[config.mk]
export PLATFORM = sky130hd
export DESIGN_NAME = byte_pattern_scanner_top_flat
export DESIGN_NICKNAME = d
export VERILOG_FILES = /design/src/sv/bps_pkg.sv /design/src/sv/bps_in_if.sv /design/src/sv/bps_out_if.sv /design/src/sv/bps_cfg.sv /design/src/sv/bps_front.sv /design/src/sv/bps_rq.sv /design/src/sv/bps_back.sv /design/src/sv/byte_pattern_scanner_top.sv /design/src/flat_wrapper.sv
export VERILOG_INCLUDE_DIRS = /design/src /design/src/sv
export SDC_FILE = /design/constraint.sdc
export NUM_CORES = 2
export LEC_CHECK = 0
export BUFFER_PORTS_ARGS = -buffer_cell sky130_fd_sc_hd__buf_2
export CAP_MARGIN = 15
export CORE_ASPECT_RATIO = 0.9
export CORE_MARGIN = 1
export CORE_UTILIZATION = 40
export DETAILED_ROUTE_END_ITERATION = 8
export SYNTH_ARGS = -nofsm -noshare
export SYNTH_HDL_FRONTEND = slang
export SYNTH_SLANG_ARGS = --single-unit
[constraint.sdc]
create_clock -name clk -period 12.5 [get_ports clk]
set_input_delay 2.5 -clock clk [delete_from_list [all_inputs] [get_ports clk]]
set_output_delay 2.5 -clock clk [all_outputs]
set_load 0.02 [all_outputs]
[src/sv/byte_pattern_scanner_top_defines.svh]
// ----------------------------------------------------------------------------
// byte_pattern_scanner_top_defines
// assertion macros shared by the scanner top level
// ----------------------------------------------------------------------------
`ifndef BYTE_PATTERN_SCANNER_TOP_DEFINES_SVH
`define BYTE_PATTERN_SCANNER_TOP_DEFINES_SVH

// same-cycle implication, sampled on clk, off while rst_n is low
`define BPS_ASSERT_NOW(lbl, ante, cons, msg) \
  lbl: assert property (@(posedge clk) disable iff (!rst_n) (ante) |-> (cons)) \
    else $error(msg);

// next-cycle implication, sampled on clk, off while rst_n is low
`define BPS_ASSERT_NEXT(lbl, ante, cons, msg) \
  lbl: assert property (@(posedge clk) disable iff (!rst_n) (ante) |=> (cons)) \
    else $error(msg);

`endif

[src/sv/bps_pkg.sv]
`timescale 1ns / 1ps
// ----------------------------------------------------------------------------
// bps_pkg
// shared constants, register codes and types of the byte pattern scanner
// ----------------------------------------------------------------------------
package bps_pkg;

  // needle and history sizes (MAX_NEEDLE in 2..16)
  localparam int MAX_NEEDLE = 16;
  localparam int HIST_DEPTH = MAX_NEEDLE - 1;
  localparam int NIDX_W     = $clog2(MAX_NEEDLE);
  localparam int LEN_W      = 5;
  localparam int NEEDLE_W   = 128;
  localparam int ADDR_W     = 64;

  // configuration port
  localparam int CFG_DATA_W = 64;
  localparam int CFG_ADDR_W = 5;

  // result queue
  localparam int RQ_DEPTH = 4;
  localparam int RQ_PTR_W = $clog2(RQ_DEPTH);
  localparam int RQ_CNT_W = $clog2(RQ_DEPTH + 1);

  // register index codes
  typedef enum logic [1:0] {
    REG_NEEDLE_LOW    = 2'd0,
    REG_NEEDLE_HIGH   = 2'd1,
    REG_NEEDLE_LENGTH = 2'd2,
    REG_FIRST_ONLY    = 2'd3
  } reg_idx_t;

  // configuration seen by the front end
  typedef struct packed {
    logic [NEEDLE_W-1:0] needle;
    logic [LEN_W-1:0]    needle_length;
    logic                first_only;
  } cfg_t;

  // one result item
  typedef struct packed {
    logic [ADDR_W-1:0] match_address;
    logic              match_valid;
    logic              scan_done;
    logic              any_found;
  } res_t;

  // up to two result items pushed by the front end in one cycle
  typedef struct packed {
    logic [1:0] cnt;
    res_t       item0;
    res_t       item1;
  } push_t;

endpackage

[src/sv/bps_in_if.sv]
`timescale 1ns / 1ps
// ----------------------------------------------------------------------------
// bps_in_if
// input byte channel: valid/ready handshake with one memory byte per item
// ----------------------------------------------------------------------------
interface bps_in_if;
  logic        valid;
  logic        ready;
  logic [7:0]  data_byte;
  logic [63:0] byte_address;
  logic        new_slice;
  logic        new_scan;
  logic        last_of_scan;

  modport source (
    output valid, data_byte, byte_address, new_slice, new_scan, last_of_scan,
    input  ready
  );
  modport sink (
    input  valid, data_byte, byte_address, new_slice, new_scan, last_of_scan,
    output ready
  );
endinterface

[src/sv/bps_out_if.sv]
`timescale 1ns / 1ps
// ----------------------------------------------------------------------------
// bps_out_if
// result channel: valid/ready handshake with one match or done item
// ----------------------------------------------------------------------------
interface bps_out_if;
  logic        valid;
  logic        ready;
  logic [63:0] match_address;
  logic        match_valid;
  logic        scan_done;
  logic        any_found;

  modport source (
    output valid, match_address, match_valid, scan_done, any_found,
    input  ready
  );
  modport sink (
    input  valid, match_address, match_valid, scan_done, any_found,
    output ready
  );
endinterface

[src/sv/bps_cfg.sv]
`timescale 1ns / 1ps
// ----------------------------------------------------------------------------
// bps_cfg
// apb register file holding the needle, its length and the first-only mode
// ----------------------------------------------------------------------------
module bps_cfg (
  input  logic                          clk,
  input  logic                          rst_n,
  input  logic                          psel,
  input  logic                          penable,
  input  logic                          pwrite,
  input  logic [bps_pkg::CFG_ADDR_W-1:0] paddr,
  input  logic [bps_pkg::CFG_DATA_W-1:0] pwdata,
  output logic [bps_pkg::CFG_DATA_W-1:0] prdata,
  output logic                          pready,
  output bps_pkg::cfg_t                 cfg
);
  import bps_pkg::*;

  logic [63:0]      needle_low_r;
  logic [63:0]      needle_high_r;
  logic [LEN_W-1:0] needle_length_r;
  logic             first_only_r;
  reg_idx_t         reg_idx;
  logic             wr_en;

  // address decode, registers sit on 8-byte boundaries
  assign reg_idx = reg_idx_t'(paddr[CFG_ADDR_W-1:3]);
  assign wr_en   = psel && penable && pwrite;
  assign pready  = 1'b1;

  // register writes
  always_ff @(posedge clk) begin
    if (!rst_n) begin
      needle_low_r    <= '0;
      needle_high_r   <= '0;
      needle_length_r <= '0;
      first_only_r    <= 1'b0;
    end else if (wr_en) begin
      case (reg_idx)
        REG_NEEDLE_LOW:    needle_low_r    <= pwdata;
        REG_NEEDLE_HIGH:   needle_high_r   <= pwdata;
        REG_NEEDLE_LENGTH: needle_length_r <= pwdata[LEN_W-1:0];
        REG_FIRST_ONLY:    first_only_r    <= pwdata[0];
        default: ;
      endcase
    end
  end

  // read mux
  always_comb begin
    case (reg_idx)
      REG_NEEDLE_LOW:    prdata = needle_low_r;
      REG_NEEDLE_HIGH:   prdata = needle_high_r;
      REG_NEEDLE_LENGTH: prdata = CFG_DATA_W'(needle_length_r);
      REG_FIRST_ONLY:    prdata = CFG_DATA_W'(first_only_r);
      default:           prdata = '0;
    endcase
  end

  assign cfg.needle        = {needle_high_r, needle_low_r};
  assign cfg.needle_length = needle_length_r;
  assign cfg.first_only    = first_only_r;

endmodule

[src/sv/bps_front.sv]
`timescale 1ns / 1ps
// ----------------------------------------------------------------------------
// bps_front
// accepts bytes, keeps the slice history and compares every needle position
// in parallel, then pushes the match and done items into the result queue
// ----------------------------------------------------------------------------
module bps_front (
  input  logic            clk,
  input  logic            rst_n,
  bps_in_if.sink          in_chan,
  input  bps_pkg::cfg_t   cfg,
  input  logic            space_ok,
  output bps_pkg::push_t  push
);
  import bps_pkg::*;

  logic [7:0]        hist_r [HIST_DEPTH];
  logic [LEN_W-1:0]  fill_r, fill_nxt;
  logic              found_r, found_nxt;
  logic [ADDR_W-1:0] first_r, first_nxt;

  logic              accept;
  logic [LEN_W-1:0]  len_c, len_m1;
  logic [7:0]        needle_arr [MAX_NEEDLE];
  logic [7:0]        win [MAX_NEEDLE];
  logic [LEN_W-1:0]  sel_idx [MAX_NEEDLE];
  logic [MAX_NEEDLE-1:0] pos_ok;
  logic [LEN_W-1:0]  fill_eff;
  logic              found_eff;
  logic [ADDR_W-1:0] first_eff;
  logic              hit, emit_hit;
  logic [ADDR_W-1:0] start_addr;
  res_t              match_item, done_item;

  assign in_chan.ready = space_ok;
  assign accept        = in_chan.valid && space_ok;

  // clamp the length and line the needle up against the history window
  always_comb begin
    len_c  = (cfg.needle_length > LEN_W'(MAX_NEEDLE)) ? LEN_W'(MAX_NEEDLE)
                                                      : cfg.needle_length;
    len_m1 = len_c - LEN_W'(1);
    win[0] = in_chan.data_byte;
    for (int k = 1; k < MAX_NEEDLE; k++) begin
      win[k] = hist_r[k-1];
    end
    for (int k = 0; k < MAX_NEEDLE; k++) begin
      needle_arr[k] = cfg.needle[8*k +: 8];
      sel_idx[k]    = len_m1 - LEN_W'(k);
      pos_ok[k]     = (LEN_W'(k) >= len_c) ||
                      (win[k] == needle_arr[sel_idx[k][NIDX_W-1:0]]);
    end
  end

  // slice and scan marks, match decision and next state
  always_comb begin
    fill_eff   = (in_chan.new_slice || in_chan.new_scan) ? '0 : fill_r;
    found_eff  = in_chan.new_scan ? 1'b0 : found_r;
    first_eff  = in_chan.new_scan ? '0 : first_r;
    hit        = (len_c != '0) && (fill_eff >= len_m1) && (&pos_ok);
    start_addr = in_chan.byte_address - ADDR_W'(len_m1);
    emit_hit   = hit && !(cfg.first_only && found_eff);
    found_nxt  = found_eff | hit;
    first_nxt  = (hit && !found_eff) ? start_addr : first_eff;
    fill_nxt   = (fill_eff < LEN_W'(HIST_DEPTH)) ? fill_eff + LEN_W'(1) : fill_eff;
  end

  // result items for the queue, match first then done
  always_comb begin
    match_item.match_address = start_addr;
    match_item.match_valid   = 1'b1;
    match_item.scan_done     = 1'b0;
    match_item.any_found     = 1'b0;
    done_item.match_address  = first_nxt;
    done_item.match_valid    = 1'b0;
    done_item.scan_done      = 1'b1;
    done_item.any_found      = found_nxt;
    push.item0 = emit_hit ? match_item : done_item;
    push.item1 = done_item;
    if (accept) begin
      push.cnt = {1'b0, emit_hit} + {1'b0, in_chan.last_of_scan};
    end else begin
      push.cnt = 2'd0;
    end
  end

  // byte history shift line
  always_ff @(posedge clk) begin
    if (accept) begin
      hist_r[0] <= in_chan.data_byte;
      for (int k = 1; k < HIST_DEPTH; k++) begin
        hist_r[k] <= hist_r[k-1];
      end
    end
  end

  // scan state
  always_ff @(posedge clk) begin
    if (!rst_n) begin
      fill_r  <= '0;
      found_r <= 1'b0;
      first_r <= '0;
    end else if (accept) begin
      fill_r  <= fill_nxt;
      found_r <= found_nxt;
      first_r <= first_nxt;
    end
  end

endmodule

[src/sv/bps_rq.sv]
`timescale 1ns / 1ps
// ----------------------------------------------------------------------------
// bps_rq
// small result queue between front and back: up to two pushes and one pop a cycle
// ----------------------------------------------------------------------------
module bps_rq (
  input  logic            clk,
  input  logic            rst_n,
  input  bps_pkg::push_t  push,
  input  logic            pop,
  output bps_pkg::res_t   head,
  output logic            not_empty,
  output logic            space_ok
);
  import bps_pkg::*;

  res_t                ent_r [RQ_DEPTH];
  logic [RQ_PTR_W-1:0] head_r, tail_r, tail_p1;
  logic [RQ_CNT_W-1:0] count_r, count_nxt;

  assign tail_p1   = tail_r + RQ_PTR_W'(1);
  assign head      = ent_r[head_r];
  assign not_empty = (count_r != '0);
  assign space_ok  = (count_r <= RQ_CNT_W'(RQ_DEPTH - 2));
  assign count_nxt = count_r + RQ_CNT_W'(push.cnt) - RQ_CNT_W'(pop);

  // entry storage
  always_ff @(posedge clk) begin
    if (push.cnt != 2'd0) begin
      ent_r[tail_r] <= push.item0;
    end
    if (push.cnt == 2'd2) begin
      ent_r[tail_p1] <= push.item1;
    end
  end

  // pointers and fill level
  always_ff @(posedge clk) begin
    if (!rst_n) begin
      head_r  <= '0;
      tail_r  <= '0;
      count_r <= '0;
    end else begin
      head_r  <= head_r + RQ_PTR_W'(pop);
      tail_r  <= tail_r + RQ_PTR_W'(push.cnt);
      count_r <= count_nxt;
    end
  end

endmodule

[src/sv/bps_back.sv]
`timescale 1ns / 1ps
// ----------------------------------------------------------------------------
// bps_back
// drains the result queue into a registered output stage
// ----------------------------------------------------------------------------
module bps_back (
  input  logic           clk,
  input  logic           rst_n,
  input  bps_pkg::res_t  head,
  input  logic           not_empty,
  output logic           pop,
  bps_out_if.source      out_chan
);
  import bps_pkg::*;

  logic valid_r, valid_nxt;
  res_t data_r;

  // load a new item when the stage is empty or being taken
  assign pop       = not_empty && (!valid_r || out_chan.ready);
  assign valid_nxt = pop || (valid_r && !out_chan.ready);

  always_ff @(posedge clk) begin
    if (!rst_n) begin
      valid_r <= 1'b0;
    end else begin
      valid_r <= valid_nxt;
    end
  end

  always_ff @(posedge clk) begin
    if (pop) begin
      data_r <= head;
    end
  end

  assign out_chan.valid         = valid_r;
  assign out_chan.match_address = data_r.match_address;
  assign out_chan.match_valid   = data_r.match_valid;
  assign out_chan.scan_done     = data_r.scan_done;
  assign out_chan.any_found     = data_r.any_found;

endmodule

[src/sv/byte_pattern_scanner_top.sv]
`timescale 1ns / 1ps
// ----------------------------------------------------------------------------
// byte_pattern_scanner_top
// streaming exact substring search over memory bytes with an up-to-16-byte needle
// ----------------------------------------------------------------------------
//  channel   kind          carries
//  in_chan   valid/ready   data_byte, byte_address, slice and scan marks
//  out_chan  valid/ready   match_address, match_valid, scan_done, any_found
//  psel..    apb write/rd  needle low/high, needle length, first-only
//
//  one byte is accepted per cycle while the queue has room; all needle positions compare in parallel
//  a byte yields up to two items (match, done) through a 4-entry queue;
//  the output stage sends one item a cycle while out_chan is ready, so match-and-done bytes in a row
//  hold input ready low until the queue drains to two entries
//  an item passes through a queue entry and then the output register; reset is synchronous
//  and needs no clearing pass
// ----------------------------------------------------------------------------
`include "byte_pattern_scanner_top_defines.svh"

module byte_pattern_scanner_top (
  input  logic                           clk,
  input  logic                           rst_n,
  bps_in_if.sink                         in_chan,
  bps_out_if.source                      out_chan,
  input  logic                           psel,
  input  logic                           penable,
  input  logic                           pwrite,
  input  logic [bps_pkg::CFG_ADDR_W-1:0] paddr,
  input  logic [bps_pkg::CFG_DATA_W-1:0] pwdata,
  output logic [bps_pkg::CFG_DATA_W-1:0] prdata,
  output logic                           pready
);
  import bps_pkg::*;

  cfg_t  cfg;
  push_t push;
  res_t  rq_head;
  logic  rq_not_empty, rq_space_ok, rq_pop;
  logic  in_acc;

  assign in_acc = in_chan.valid && in_chan.ready;

  // register file
  bps_cfg u_cfg (
    .clk     (clk),
    .rst_n   (rst_n),
    .psel    (psel),
    .penable (penable),
    .pwrite  (pwrite),
    .paddr   (paddr),
    .pwdata  (pwdata),
    .prdata  (prdata),
    .pready  (pready),
    .cfg     (cfg)
  );

  // front end: history and compare
  bps_front u_front (
    .clk      (clk),
    .rst_n    (rst_n),
    .in_chan  (in_chan),
    .cfg      (cfg),
    .space_ok (rq_space_ok),
    .push     (push)
  );

  // result queue
  bps_rq u_rq (
    .clk       (clk),
    .rst_n     (rst_n),
    .push      (push),
    .pop       (rq_pop),
    .head      (rq_head),
    .not_empty (rq_not_empty),
    .space_ok  (rq_space_ok)
  );

  // back end: output stage
  bps_back u_back (
    .clk       (clk),
    .rst_n     (rst_n),
    .head      (rq_head),
    .not_empty (rq_not_empty),
    .pop       (rq_pop),
    .out_chan  (out_chan)
  );

  // checks
  `BPS_ASSERT_NOW(a_done_pushed, in_acc && in_chan.last_of_scan, push.cnt != 2'd0, "last byte without done item")
  `BPS_ASSERT_NOW(a_no_push_idle, !in_acc, push.cnt == 2'd0, "push without accepted item")
  `BPS_ASSERT_NOW(a_pair_order, push.cnt == 2'd2, push.item0.match_valid && push.item1.scan_done, "bad item pair order")
  `BPS_ASSERT_NEXT(a_pop_loads, rq_pop, out_chan.valid, "popped item not presented")

endmodule

[src/flat_wrapper.sv]
// flat-port wrapper written by rule: the top's interface ports become plain ports
module byte_pattern_scanner_top_flat import bps_pkg::*;
  (clk, rst_n, psel, penable, pwrite, paddr, pwdata, prdata, pready, in_chan_valid, in_chan_data_byte, in_chan_byte_address, in_chan_new_slice, in_chan_new_scan, in_chan_last_of_scan, in_chan_ready, out_chan_valid, out_chan_match_address, out_chan_match_valid, out_chan_scan_done, out_chan_any_found, out_chan_ready);
  bps_in_if in_chan_i ();
  bps_out_if out_chan_i ();
  input  logic clk;
  input  logic rst_n;
  input  logic psel;
  input  logic penable;
  input  logic pwrite;
  input  logic [bps_pkg::CFG_ADDR_W-1:0] paddr;
  input  logic [bps_pkg::CFG_DATA_W-1:0] pwdata;
  output logic [bps_pkg::CFG_DATA_W-1:0] prdata;
  output logic pready;
  input wire logic [$bits(in_chan_i.valid)-1:0] in_chan_valid;
  input wire logic [$bits(in_chan_i.data_byte)-1:0] in_chan_data_byte;
  input wire logic [$bits(in_chan_i.byte_address)-1:0] in_chan_byte_address;
  input wire logic [$bits(in_chan_i.new_slice)-1:0] in_chan_new_slice;
  input wire logic [$bits(in_chan_i.new_scan)-1:0] in_chan_new_scan;
  input wire logic [$bits(in_chan_i.last_of_scan)-1:0] in_chan_last_of_scan;
  output wire logic [$bits(in_chan_i.ready)-1:0] in_chan_ready;
  output wire logic [$bits(out_chan_i.valid)-1:0] out_chan_valid;
  output wire logic [$bits(out_chan_i.match_address)-1:0] out_chan_match_address;
  output wire logic [$bits(out_chan_i.match_valid)-1:0] out_chan_match_valid;
  output wire logic [$bits(out_chan_i.scan_done)-1:0] out_chan_scan_done;
  output wire logic [$bits(out_chan_i.any_found)-1:0] out_chan_any_found;
  input wire logic [$bits(out_chan_i.ready)-1:0] out_chan_ready;
  assign in_chan_i.valid = in_chan_valid;
  assign in_chan_i.data_byte = in_chan_data_byte;
  assign in_chan_i.byte_address = in_chan_byte_address;
  assign in_chan_i.new_slice = in_chan_new_slice;
  assign in_chan_i.new_scan = in_chan_new_scan;
  assign in_chan_i.last_of_scan = in_chan_last_of_scan;
  assign in_chan_ready = in_chan_i.ready;
  assign out_chan_valid = out_chan_i.valid;
  assign out_chan_match_address = out_chan_i.match_address;
  assign out_chan_match_valid = out_chan_i.match_valid;
  assign out_chan_scan_done = out_chan_i.scan_done;
  assign out_chan_any_found = out_chan_i.any_found;
  assign out_chan_i.ready = out_chan_ready;
  byte_pattern_scanner_top u_core (.clk(clk), .rst_n(rst_n), .in_chan(in_chan_i), .out_chan(out_chan_i), .psel(psel), .penable(penable), .pwrite(pwrite), .paddr(paddr), .pwdata(pwdata), .prdata(prdata), .pready(pready));
endmodule
# Word level (Yosys, flattened, before mapping)
# Memory sizes are Yosys's and may differ from the RTL's. A register that Yosys moved wholly into a read port is not among the register bits.
# Index checks and enable logic that the tools add are counted.
# totals
mem_bits_rw,388
latch_bits,0
mem_bits_ro,0
mem_count,2
inputBits,151
register_bits,212
wordCells,215
output_inout_bits,134
# classes
reduce_logical,42
shifts,0
magnitude_cmp,36
addsub,24
n_mul,0
div,0
bitwise,17
n_mux,63
n_eq_ne,20
# memory_table
name,depth,word_bits,read_ports,rd_clocked_by_memory_dff,write_ports,line_no,text
u_core.u_rq.ent_r,4,67,1,1,2,bps_rq.sv:17,res_t ent_r [RQ_DEPTH];
u_core.u_front.hist_r,15,8,15,0,15,bps_front.sv:17,logic [7:0] hist_r [HIST_DEPTH];
# op_table
operator,n
8-bit binary-select mux with 4-bit select,16
8-bit two-way mux,32
64-bit case mux with 4 select lines,1
8-bit == test,16
64-bit two-way mux,2
"5-bit greater-or-equal comparator, second input constant",16
4-bit NOT with 5-bit output,16
67-bit two-way mux,1
64-bit by 5-bit subtractor with 64-bit output,1
"4-bit by 5-bit greater-or-equal comparator with 1-bit output, first input constant",8
"4-bit subtractor, second input constant",8
"3-bit by 5-bit greater-or-equal comparator with 1-bit output, first input constant",4
1-bit logical OR,19
16-bit AND reduction,1
"4-bit by 3-bit subtractor with 4-bit output, second input constant",4
5-bit two-way mux,3
"1-bit by 5-bit greater-or-equal comparator with 1-bit output, first input constant",2
"2-bit by 5-bit greater-or-equal comparator with 1-bit output, first input constant",2
1-bit logical AND,10
2-bit AND reduction,4
"4-bit by 2-bit subtractor with 4-bit output, second input constant",2
1-bit two-way mux,7
"2-bit == test, second input constant",3
"5-bit by 1-bit adder with 5-bit output, second input constant",1
20 further kinds,23

# Logic depth before layout (Yosys ltp)
# depth
ltp_word,18
ltp_mapped,38

# Hierarchy
# From an unflattened synthesis, not the netlist that was laid out.
# hier_totals
hier_cells,3744
hier_area_um2,42454.5
# modules_own_cells
module,cells_per_inst,n_inst,area_each_um2,seq_area_each_um2
bps_front,2324,1,20982.6,5004.8
bps_rq,692,1,13346.6,8187.9
bps_cfg,657,1,6065.8,2682.6
bps_back,71,1,2059.5,2031.9

# Least setup slack after synthesis
# OpenSTA, ideal clock, no wires.
# synth_path
path_kind,reg2reg
startpoint,register u_core.u_cfg.needle_length_r[4]
endpoint,memory u_core.u_rq.ent_r[1][28] in the netlist's numbering (data pin)
setup_ps,267
setup_slack_ps,2705
stages_incl_launch_ff,34
t_arrival_ps,9528
period_less_slack_ps,9795
path_cell_list,dfxtp_1 > and2b_1 > buf_6 > inv_4 > buf_6 > buf_6 > buf_4 > buf_1 > clkbuf_1 > ha_1 > clkinv_1 > buf_2 > buf_2 > clkbuf_1 > buf_1 > mux4_2 > xor2_1 > nor4_1 > a32o_1 > nand4_1 > or4_1 > clkbuf_2 > or4_1 > buf_2 > clkinv_2 > buf_6 > buf_2 > ha_1 > o21ai_1 > or2_2 > nand2_1 > a22oi_1 > clkbuf_1 > o22ai_1
# synth_lines
item,line_no,text
start: declaration,bps_cfg.sv:22,logic [LEN_W-1:0] needle_length_r;
start signal: assignment,bps_cfg.sv:43,REG_NEEDLE_LENGTH: needle_length_r <= pwdata[LEN_W-1:0];
end: declaration,bps_rq.sv:17,

==> run_results.csv <==
group,metric,value,unit
synth,synth-edff-count,447,
drt,ant_nets,0,
drt,drt-wirelength-per-cell,28.8,um
setup_path,cp-startpoint,"u_core.u_cfg.needle_length_r[4]",
setup_path,critPathTopFamily,"simple AND/OR/NAND/NOR gates",
drt,first_pass_iters,6,
placed_design,port_buffers,280,
clocking,numClockSinks,667,
global_routing,grt_pass1_wl,204000,um
sta,setup_tns,0,ps
flow_run,max_cap_viol_count,0,
clocking,root_buffer,"clkbuf_16",
sta,fin_crit,10150,ps
sta,fin_skew,43.3,ps
synth,syn_nets,3670,
sta,slew_viol_final,0,
setup_path,arrival,10650,ps
finish,drive_gt1_share,18.8,%
clocking,cts_buffer_depth,3,
placed_design,place_inst,4827,
global_routing,grt_overflow,0,
setup_path,path_buf_inv,4,
synth,yosys.area.top_type,"edfxtp_1",
clocking,path_clk_slew,60,ps
clocking,cts_tree,"built",
synth,synth_common_cells,"447 x edfxtp_1, 439 x nand2_1, 431 x mux2i_1",
status,status,"completed",
worst_hold_path,hold_path_class,"flip-flop to flip-flop",
finish,area_growth,13.5,%
synth,syn-cell-area,0.0387,mm2
sta,hold_viol,0,
synth,syn_area_per_cell,11.1,um2
setup_path,crit_chain,"buf_4, and2b_4, inv_6, ha_1, xnor2_2, buf_4, nand3_1, a211oi_1, a2111oi_0, a2111oi_0, a41oi_1, o41a_1, or4_1, or4_4, clkinv_2, ha_1, o21ai_1, or3b_2, nand2_4, a22o_1, a22o_1",
clocking,cts_setup_buffers,0,
die,die_h,297,um
clocking,htree_levels,3,
placed_design,pre_cts_slack,2730,ps
global_routing,antenna_found_initial,7,
drt,drtIter0Drc,4441,
die,core,0.0952,mm2
die,dieArea,0.0979,mm2
sta,tightestPinTransition,1340,ps
placed_design,gp_congestion,1.00,
setup_path,cp-end-kind,"flip-flop",
clocking,clk_latency,660,ps
global_routing,grtUsageMet2,39.4,%
setup_path,slowest_delay,880,ps
setup_path,cp-start-kind,"flip-flop",
setup_path,required,13000,ps
sta,worst_slack,2350,ps
power,power,6.54,mW
synth,yosys.area.top_type_share,34.7,%
synth,ys_seq_elements,667,
global_routing,grt_use_met1,43.0,%
synth,yosys_most_used_dff,"edfxtp_1",
synth,yosysMostFrequentCell,"edfxtp_1",
global_routing,grt_use_met3,6.91,%
setup_path,worstSetupPathType,"flip-flop to flip-flop",
synth,netlist_instances,3498,
synth,synthTopCellsByArea,"edfxtp_1 35%, dfxtp_1 11%, mux2i_1 11%, mux4_2 7.2%, nand2_1 4.3%",
die,pin_count,285,
clocking,cts_hold_buffers,0,
clocking,cts_made_buffers,76,
synth,ys_seq_area_share,46.1,%
power,ir_worst_vdd,0.0000991,V
power,p_leak,16.0,nW
global_routing,busiest_layer,"met1",
synth,yosysWarningCount,0,
synth,async_flop_share,0,%
synth,ys_types,81,
setup_path,r2r-start,"u_core.u_cfg.needle_length_r[4]",
drt,drc,0,
power,p_per_area,149,mW/mm2
global_routing,grt_max_degree,87,
drt,viasPerCell,6.42,
die,start_util,40.6,%
sta,fmax,98.5,MHz
finish,nets,3825,
die,rows,107,
die,dieWidth,330,um
sta,rsz0062_at_grt,"false",
setup_path,crit_fanout,63,
setup_path,crit_path_top_delay_cell,"a2111oi_0",
sta,period_share,81.2,%
drt,routed_wl,143000,um
drt,routed-via-count,31900,
worst_hold_path,min-delay-start,"u_core.u_rq.ent_r[3][1]",
global_routing,track_usage,28.3,%
sta,finalSetupViolCount,0,
finish,instances_no_fill,4971,
clocking,cts_resized,0,
sta,slew_headroom,10.7,%
placed_design,dp_hpwl,99100,um
global_routing,grt_pass1_vias,28800,
metrics by stage:
stage | area [um2] | hold slack, ps | util (%)
floorplan | 38700 | 418 | -
global route | 43900 | 457 | 46.1
detailed placement | 41300 | 434 | 43.3
CTS | 43900 | 444 | 46.1
finish | 43900 | 444 | 46.1
global placement | 41300 | 433 | 43.3
registers in the layout (all words and copies together) (netlist names), 2 cells and up:
signal	count
u_core.u_front.first_r	64
u_core.u_cfg.needle_high_r	64
u_core.u_front.fill_r	5
u_core.u_front.hist_r	120
u_core.u_rq.head_r	2
u_core.u_rq.count_r	3
u_core.u_cfg.needle_low_r	64
u_core.u_back.out_chan.match_address	64
u_core.u_rq.tail_r	2
u_core.u_rq.ent_r	268
u_core.u_cfg.needle_length_r	5
per-layer routing:
metal | wire, um | vias to the layer above
met5 | 71 | -
met4 | 4080 | 8
met3 | 17600 | 202
met2 | 59800 | 1959
met1 | 61600 | 15900
li1 | - | 13800
power breakdown:
part           internal, mW  switching (mW)  total [mW]  leakage (nW)
sequential             2.73           0.222        2.95          6.24
clock                  1.35           0.974        2.32          1.28
combinational         0.443           0.823        1.27          8.52
total                  4.52            2.02        6.54          16.0
layout by cell type, fill, tap and decap left out, types with 27 or more instances in the layout:
cell,n
o21ai_0,66
a22oi_1,49
a32o_1,76
inv_1,30
nor2_1,161
xnor2_1,116
mux4_2,124
mux2i_1,430
xor2_1,86
o2bb2ai_1,27
buf_2,279
clkbuf_16,80
nand3_1,27
mux2_2,32
nand4_1,27
dfxtp_1,217
edfxtp_1,447
a21oi_1,175
buf_4,74
nand2_1,434
o22ai_1,147
a22o_1,107
cells by family after synthesis:
group                      after synthesis  share of synthesized area [%]
muxes                                  589                           19.4
AOI/OAI and AO/OA                      846                           15.7
buffers and inverters                  316                           3.50
other                                    1                        0.00970
DFF                                    667                           46.1
and+or+nand+nor                        848                           9.89
xor gates and xnor gates               207                           4.69
adders and majority gates               24                          0.776
area by class of cell:
cell class                      count  area, um2
Multi-Input combinational cell   2515      19700
Inverter                           38        156
Tap cell                         1253       1570
Fill cell                        8868      51300
Antenna cell                        1       2.50
Clock buffer                      106       2240
Timing Repair Buffer              355       1990
Sequential cell                   667      17800
Clock inverter                     36        365
worst paths after layout:
check | to | slack (ps) | cells past startpoint
max | u_core.u_rq.ent_r[2][61] | 2350 | 21
max reg2reg | u_core.u_rq.ent_r[2][61] | 2350 | 21
min reg2reg | u_core.u_rq.ent_r[3][1] | 440 | 2
min | u_core.u_rq.ent_r[3][1] | 440 | 2
worst reg2reg max path, stage by stage, from the launching register on:
cell and delay [ps]:
dfxtp_1 300, buf_4 370, and2b_4 400, inv_6 560, ha_1 610, xnor2_2 190
buf_4 460, nand3_1 800, a211oi_1 420, a2111oi_0 180, a2111oi_0 880, a41oi_1 290
o41a_1 360, or4_1 710, or4_4 810, clkinv_2 120, ha_1 240, o21ai_1 230
or3b_2 640, nand2_4 360, a22o_1 860, a22o_1 250
Note: power is estimated with default switching activity, not from simulation.
